[src/hdl/assert_macros.svh]
// ----------------------------------------------------------------------------
// assert_macros.svh
// Assertion macros for the waypoint follower RTL.
// ----------------------------------------------------------------------------
`ifndef ASSERT_MACROS_SVH
`define ASSERT_MACROS_SVH

// Same-cycle implication, checked on every rising edge outside reset.
`define WPF_ASSERT_NOW(label, clk, rst, ante, cons, msg) \
  label: assert property (@(posedge clk) disable iff (rst) (ante) |-> (cons)) \
    else $error(msg);

// Next-cycle implication, checked on every rising edge outside reset.
`define WPF_ASSERT_NEXT(label, clk, rst, ante, cons, msg) \
  label: assert property (@(posedge clk) disable iff (rst) (ante) |=> (cons)) \
    else $error(msg);

`endif

[src/hdl/wpf_pkg.sv]
// ----------------------------------------------------------------------------
// wpf_pkg
// Constants, codes and types shared by the waypoint follower modules.
// ----------------------------------------------------------------------------
package wpf_pkg;

  // Parameter defaults
  localparam int DEF_MAX_WAYPOINTS = 64;
  localparam int DEF_COORD_WIDTH   = 32;

  // Field widths
  localparam int DATA_W    = 32;  // coordinate and command fields
  localparam int REQ_W     = 2;
  localparam int SLOT_W    = 6;
  localparam int GAIN_W    = 16;
  localparam int SPEED_W   = 31;
  localparam int TOL_W     = 31;
  localparam int TOTAL_W   = 7;
  localparam int IDX_OUT_W = 6;

  // Gain is Q4.12
  localparam int GAIN_SHIFT = 12;

  // Stream widths
  localparam int S_TDATA_W = 200;  // 198 bits of fields, padded to bytes
  localparam int S_TUSER_W = REQ_W;
  localparam int M_TDATA_W = 104;  // 102 bits of fields, padded to bytes
  localparam int M_TUSER_W = 2;

  // APB
  localparam int APB_AW = 4;
  localparam int APB_DW = 32;

  typedef logic [REQ_W-1:0] req_t;
  typedef logic [1:0]       reg_idx_t;

  localparam req_t REQ_LOAD    = 2'd0;
  localparam req_t REQ_POS     = 2'd1;
  localparam req_t REQ_RESTART = 2'd2;

  localparam reg_idx_t REG_GAIN  = 2'd0;
  localparam reg_idx_t REG_SPEED = 2'd1;
  localparam reg_idx_t REG_TOL   = 2'd2;
  localparam reg_idx_t REG_TOTAL = 2'd3;

  // Register reset values
  localparam logic [GAIN_W-1:0]  GAIN_RST  = 16'd2458;   // about 0.6
  localparam logic [SPEED_W-1:0] SPEED_RST = 31'd65536;  // 1.0
  localparam logic [TOL_W-1:0]   TOL_RST   = 31'd6554;   // about 0.10
  localparam logic [TOTAL_W-1:0] TOTAL_RST = 7'd0;

endpackage

[src/hdl/wpf_vel.sv]
// ----------------------------------------------------------------------------
// wpf_vel
// Gain multiply, saturation and Q4.12 rescale in one combinational pass.
// ----------------------------------------------------------------------------
module wpf_vel #(
  parameter int ERR_W = wpf_pkg::DEF_COORD_WIDTH + 1
) (
  input  logic signed [ERR_W-1:0]           err,
  input  logic        [wpf_pkg::GAIN_W-1:0] gain,
  input  logic        [wpf_pkg::SPEED_W-1:0] max_speed,
  output logic signed [wpf_pkg::DATA_W-1:0] vel
);
  import wpf_pkg::*;

  localparam int PROD_W = ERR_W + GAIN_W + 1;
  localparam int SAT_W  = (PROD_W > SPEED_W + GAIN_SHIFT + 1) ? PROD_W
                                                              : SPEED_W + GAIN_SHIFT + 1;

  logic signed [PROD_W-1:0] prod;
  logic signed [SAT_W-1:0]  prod_w;
  logic signed [SAT_W-1:0]  lim_p;
  logic signed [SAT_W-1:0]  lim_n;
  logic signed [SAT_W-1:0]  sat;

  assign prod = err * $signed({1'b0, gain});

  always_comb begin
    prod_w = SAT_W'(prod);
    lim_p  = SAT_W'({max_speed, {GAIN_SHIFT{1'b0}}});
    lim_n  = -lim_p;
    priority if (prod_w > lim_p) begin
      sat = lim_p;
    end else if (prod_w < lim_n) begin
      sat = lim_n;
    end else begin
      sat = prod_w;
    end
  end

  // Dropping the fraction bits of a two's complement value rounds toward -inf
  assign vel = sat[GAIN_SHIFT +: DATA_W];

endmodule
[config.mk]
export PLATFORM = sky130hd
export DESIGN_NAME = wpf_vel
export DESIGN_NICKNAME = d
export VERILOG_FILES = /design/src/hdl/assert_macros.svh /design/src/hdl/wpf_pkg.sv /design/src/hdl/wpf_vel.sv
export SDC_FILE = /design/constraint.sdc
export NUM_CORES = 1
export LEC_CHECK = 0
export ABC_AREA = 1
export BUFFER_PORTS_ARGS = -buffer_cell sky130_fd_sc_hd__buf_4
export CAP_MARGIN = 20
export CORE_MARGIN = 5
export CORE_UTILIZATION = 35
export DETAILED_ROUTE_END_ITERATION = 8
export PLACE_DENSITY = 0.55
export SYNTH_ARGS = -nofsm -noshare
export SYNTH_HDL_FRONTEND = slang
export SYNTH_SLANG_ARGS = --single-unit
[constraint.sdc]
create_clock -name vclk -period 23.5
set_clock_uncertainty 0.15 [all_clocks]
set_input_delay 4.7 -clock vclk [all_inputs]
set_output_delay 4.7 -clock vclk [all_outputs]
set_load 0.02 [all_outputs]
==> results of run 1 <==
[layer usage]
| metal | global-route usage [%] | up-vias | part of all wire, % |
|---|---|---|---|
| met5 | 0 | - | 0.020 |
| met4 | 3.195 | 2 | 2.1 |
| met3 | 0.7350 | 74 | 3.9 |
| met2 | 34.39 | 422 | 52 |
| met1 | 23.90 | 9230 | 42 |
| li1 | - | 9012 | - |
[worst max path at each step]
| stage | end | from | cells past startpoint | slack (ns) |
|---|---|---|---|---|
| after floorplan | vel[31] | err[7] | 43 | 6.64 |
| after global placement | vel[14] | gain[8] | 37 | 4.08 |
| after detailed placement | vel[1] | gain[8] | 35 | 4.06 |
| after CTS | vel[1] | gain[8] | 35 | 4.03 |
| after global routing | vel[1] | gain[8] | 35 | 3.27 |
| final | vel[1] | gain[8] | 35 | 3.89 |
[through the flow]
step | instances | util, % | setup slack, ns | area [um^2] | hold slack (ns)
floorplan | 3223 | - | 6.640 | 23240 | 9.423
global route | 4052 | 37.23 | 3.273 | 24520 | 9.589
global placement | 4052 | 37.23 | 4.078 | 24520 | 9.567
CTS | 4052 | 37.23 | 4.035 | 24520 | 9.568
detailed placement | 4052 | 37.23 | 4.065 | 24520 | 9.568
finish | 4052 | 37.23 | 3.885 | 24520 | 9.560
[worst min-delay path: cells and delay by family]
kind / cells / cell delay (ns)
buffers and inverters: 2 / 0.21
AND/OR/NAND/NOR: 2 / 0.09
[placed cells by master (no fill, tap or decap), drive strengths merged, types with 2 or more instances in the layout]
master	instances
xnor2	26
a31oi	4
a21oi	70
nor2	104
or2	3
a21o	3
nor3	18
nand3	89
nor4	5
ha	184
o21ai	29
a211oi	4
o211ai	2
and3	2
nand4	26
o21bai	8
xor2	43
fa	503
inv	1000
nand3b	27
nand2	915
clkinv	2
buf	112
[logic make-up (layout without fill, tap and decap cells)]
kind of cell / Yosys count / in the layout
buffers and inverters: 1149 / 1114
adders and majority gates: 687 / 687
xor gates and xnor gates: 69 / 69
and+or+nand+nor: 1190 / 1190
AOI/OAI and AO/OA: 128 / 128
[area by class of cell]
class | instances | area share [%]
multi-input cells | 2074 | 76.81
well taps | 864 | 4.408
repair buffers | 112 | 3.429
inverters | 1002 | 15.36
==> flow_summary.yaml, run 1 <==
global_routing:
  grt_usage_pct: 18.35
  grt_pass1_wl_um: 106200
  grt.overflow.total: 0
  antenna_found_initial: 1
  grt_max_degree: 34
  grt_pass1_vias: 20050
critical_path:
  cp.buffers_inverters: 7
  required_ns: 18.65
  start_kind: "primary input"
  critPathMaxStageDelay_ns: 0.71
  crit_family: "adder cells"
  crit_type: "in2out"
  worstPathMaxFanout: 33
  cp_slowest_cell: "nand2_2"
  critPathArrivalTime_ns: 14.76
  crit_path_end_kind: "output port"
layout:
  nFillCells: 7075
  n_antenna_cell: 0
  multi_input_area_mm2: 0.01884
  drive_gt1_share_pct: 6.368
  nNetsFinal: 3957
  register_area_um2: 0
  n_clock_buffer: 0
  seq_cell_count: 0
  syn_to_final_growth_pct: 5.518
logic_synthesis:
  synth-compound-area-share_pct: 3.101
  synth_top_family_by_area: "adder cells"
  yosysMostFrequentCell: "inv_1"
  synth-xor-area-share_pct: 2.633
  yosys.area.top_type: "fa_1"
  synth_area_leaders: "fa_1 (43%), inv_1 (16%), nand2_1 (14%)"
  synth-simple-area-share_pct: 22.08
  synth_cell_types: 53
  synth_nets: 3990
  avgSynthCellArea_um2: 7.211
  synth_top_area_share_pct: 43.33
  ys_warn_count: 0
  synth_fa_ha_area_share_pct: 53.23
  yosys-top-cells-count: "inv_1 (991), nand2_1 (879), fa_1 (503)"
  post_synth_mux_area_share_pct: 0
  synth_area_mm2: 0.02324
  syn_inst: 3223
  synth_seq_area_share_pct: 0
status:
  status: "finished, final reports clean"
die:
  core_mm2: 0.06586
  die_area_mm2: 0.07166
  ioPinCount: 112
  die_w_um: 267.7
  rows: 94
  die_h_um: 267.7
  start_util_pct: 35.29
worst_hold_path:
  holdCritStartpoint: "max_speed[7]"
  hold_path_class: "in2out"
  min_path_cells: 4
  whs_endpoint: "vel[7]"
drt:
  drt_iter0_markers: 1062
  firstDrtPassIters: 5
  vias: 18740
  antenna_left: 0
  drt-total-wl_um: 64070
  viasPerCell: 4.625
  wl_per_cell_um: 15.81
  detail_route.drc_violations: 0
sta:
  slew_violations: 0
  setup_viol: 0
  fmax_mhz: 50.98
  fin_crit_ns: 19.61
  relSlewSlack_pct: 36.23
  finalHoldViolCount: 0
  fin_crit_sh_pct: 83.47
  fin_tns_setup_ns: 0
  worst_slew_pin_slew_ns: 0.9531
  rsz0062_at_grt: "false"
clock_tree:
  cts_setup_buffers: 0
  post_cts_resized: 0
  hold_buffers: 0
placement:
  port_buffers: 112
  routabilityCongestion: 0.8657
  hpwl_um: 52420
run:
  max-cap-violations: 0
Power of run 1 is left out: the tool's default activity adds up to more than one toggle a clock period on the data nets, which glitch-free logic cannot reach.
==> run 2, diff against run 1 <==
==> constraint.sdc (replaced) <==
create_clock -name vclk -period 19
set_clock_uncertainty 0.15 [all_clocks]
set_input_delay 3.8 -clock vclk [all_inputs]
set_output_delay 3.8 -clock vclk [all_outputs]
set_load 0.02 [all_outputs]
==> run 2 against run 1 <==
Net effect:
- cell area about the same
- die area unchanged
- clock-buffer cell count unchanged
- final cell count about the same
- sequential share of layout area unchanged
- non-clock buffer count up 1
- global-route usage up 0.28 points
- highest routed layer unchanged
==> flow_summary.yaml, run 2 (same netlist as run 1, synthesis figures left out) <==
status:
  status: "finished, final reports clean"
global_routing:
  grt_pass1_vias: 20490
  grt_usage_pct: 18.63
  grt_pass1_wl_um: 108100
  grt_max_degree: 34
  antenna_found_initial: 1
  grt.overflow.total: 0
die:
  die_area_mm2: 0.07166
  ioPinCount: 112
  die_w_um: 267.7
  core_mm2: 0.06586
  die_h_um: 267.7
  rows: 94
  start_util_pct: 35.29
clock_tree:
  hold_buffers: 0
  cts_setup_buffers: 0
  post_cts_resized: 0
critical_path:
  crit_path_end_kind: "output port"
  start_kind: "primary input"
  critPathMaxStageDelay_ns: 0.57
  required_ns: 15.05
  critPathArrivalTime_ns: 13.40
  cp_slowest_cell: "fa_1"
  cp-startpoint: "gain[8]"
  crit_type: "in2out"
  worstPathMaxFanout: 33
sta:
  fin_crit_ns: 17.35
  worst_slew_pin_slew_ns: 0.6214
  fin_tns_setup_ns: 0
  fmax_mhz: 57.62
  setup_viol: 0
  fin_crit_sh_pct: 91.34
  slew_violations: 0
  finalHoldViolCount: 0
  relSlewSlack_pct: 58.25
  rsz0062_at_grt: "false"
worst_hold_path:
  min_path_cells: 4
  holdCritStartpoint: "max_speed[7]"
  whs_endpoint: "vel[7]"
  hold_path_class: "in2out"
drt:
  firstDrtPassIters: 5
  drt-total-wl_um: 64520
  detail_route.drc_violations: 0
  viasPerCell: 4.652
  drt_iter0_markers: 1149
  antenna_left: 0
  wl_per_cell_um: 15.92
  vias: 18850
placement:
  hpwl_um: 52740
  place_area_mm2: 0.02453
  routabilityCongestion: 0.8693
  port_buffers: 112
layout:
  register_area_um2: 0
  nNetsFinal: 3958
  n_clock_buffer: 0
  drive_gt1_share_pct: 6.397
  seq_cell_count: 0
  final_cell_mix: "inv_1 (991), nand2_1 (879), fa_1 (503)"
  n_antenna_cell: 0
  stdcell_area_mm2: 0.02453
  syn_to_final_growth_pct: 5.550
  mostFrequentLayoutCell: "inv_1"
run:
  max-cap-violations: 0
==> run 2: cell count changes in the layout (fill, tap and decap cells not counted), sizes merged <==
cell	delta
buf	+1
==> run 2: worst max-delay path by stage <==
stage | slack, ns | depth (start not counted) | to
after floorplan | 3.94 | 43 | vel[31]
after global placement | 1.83 | 37 | vel[12]
after detailed placement | 1.90 | 37 | vel[12]
after CTS | 1.87 | 37 | vel[12]
after global routing | 1.19 | 37 | vel[12]
final | 1.65 | 37 | vel[1]
==> run 2: per-layer routing <==
layer	wire length (um)	vias to the layer above	track usage [%]	share of wire, %
met5	13	-	0	0.020
met4	1247	2	2.933	1.9
met3	2413	81	0.9003	3.7
met2	33270	412	34.73	52
met1	27580	9341	24.45	43
li1	-	9018	-	-
==> run 2: critical path, delay by kind of cell <==
| family | cells | cell delay, ns |
|---|---|---|
| AOI/OAI and AO/OA | 5 | 1.32 |
| xor gates and xnor gates | 1 | 0.21 |
| adders and majority gates | 8 | 3.84 |
| buffers and inverters | 9 | 1.25 |
| and+or+nand+nor | 14 | 2.90 |
==> run 2: metrics by stage <==
step	hold WS, ns	util, %	cells	worst slack (ns)
CTS	7.764	37.25	4053	1.872
finish	7.761	37.25	4053	1.645
global placement	7.765	37.25	4053	1.831
global route	7.798	37.25	4053	1.186
floorplan	7.623	-	3223	3.940
detailed placement	7.763	37.25	4053	1.896
==> run 2: area by class of cell <==
class / instances / area, um^2
Timing Repair Buffer: 113 / 848.3
Multi-Input combinational cell: 2074 / 18840
Fill cell: 7138 / 41330
Tap cell: 864 / 1081
Inverter: 1002 / 3766
Power of run 2 is left out for the same reason.
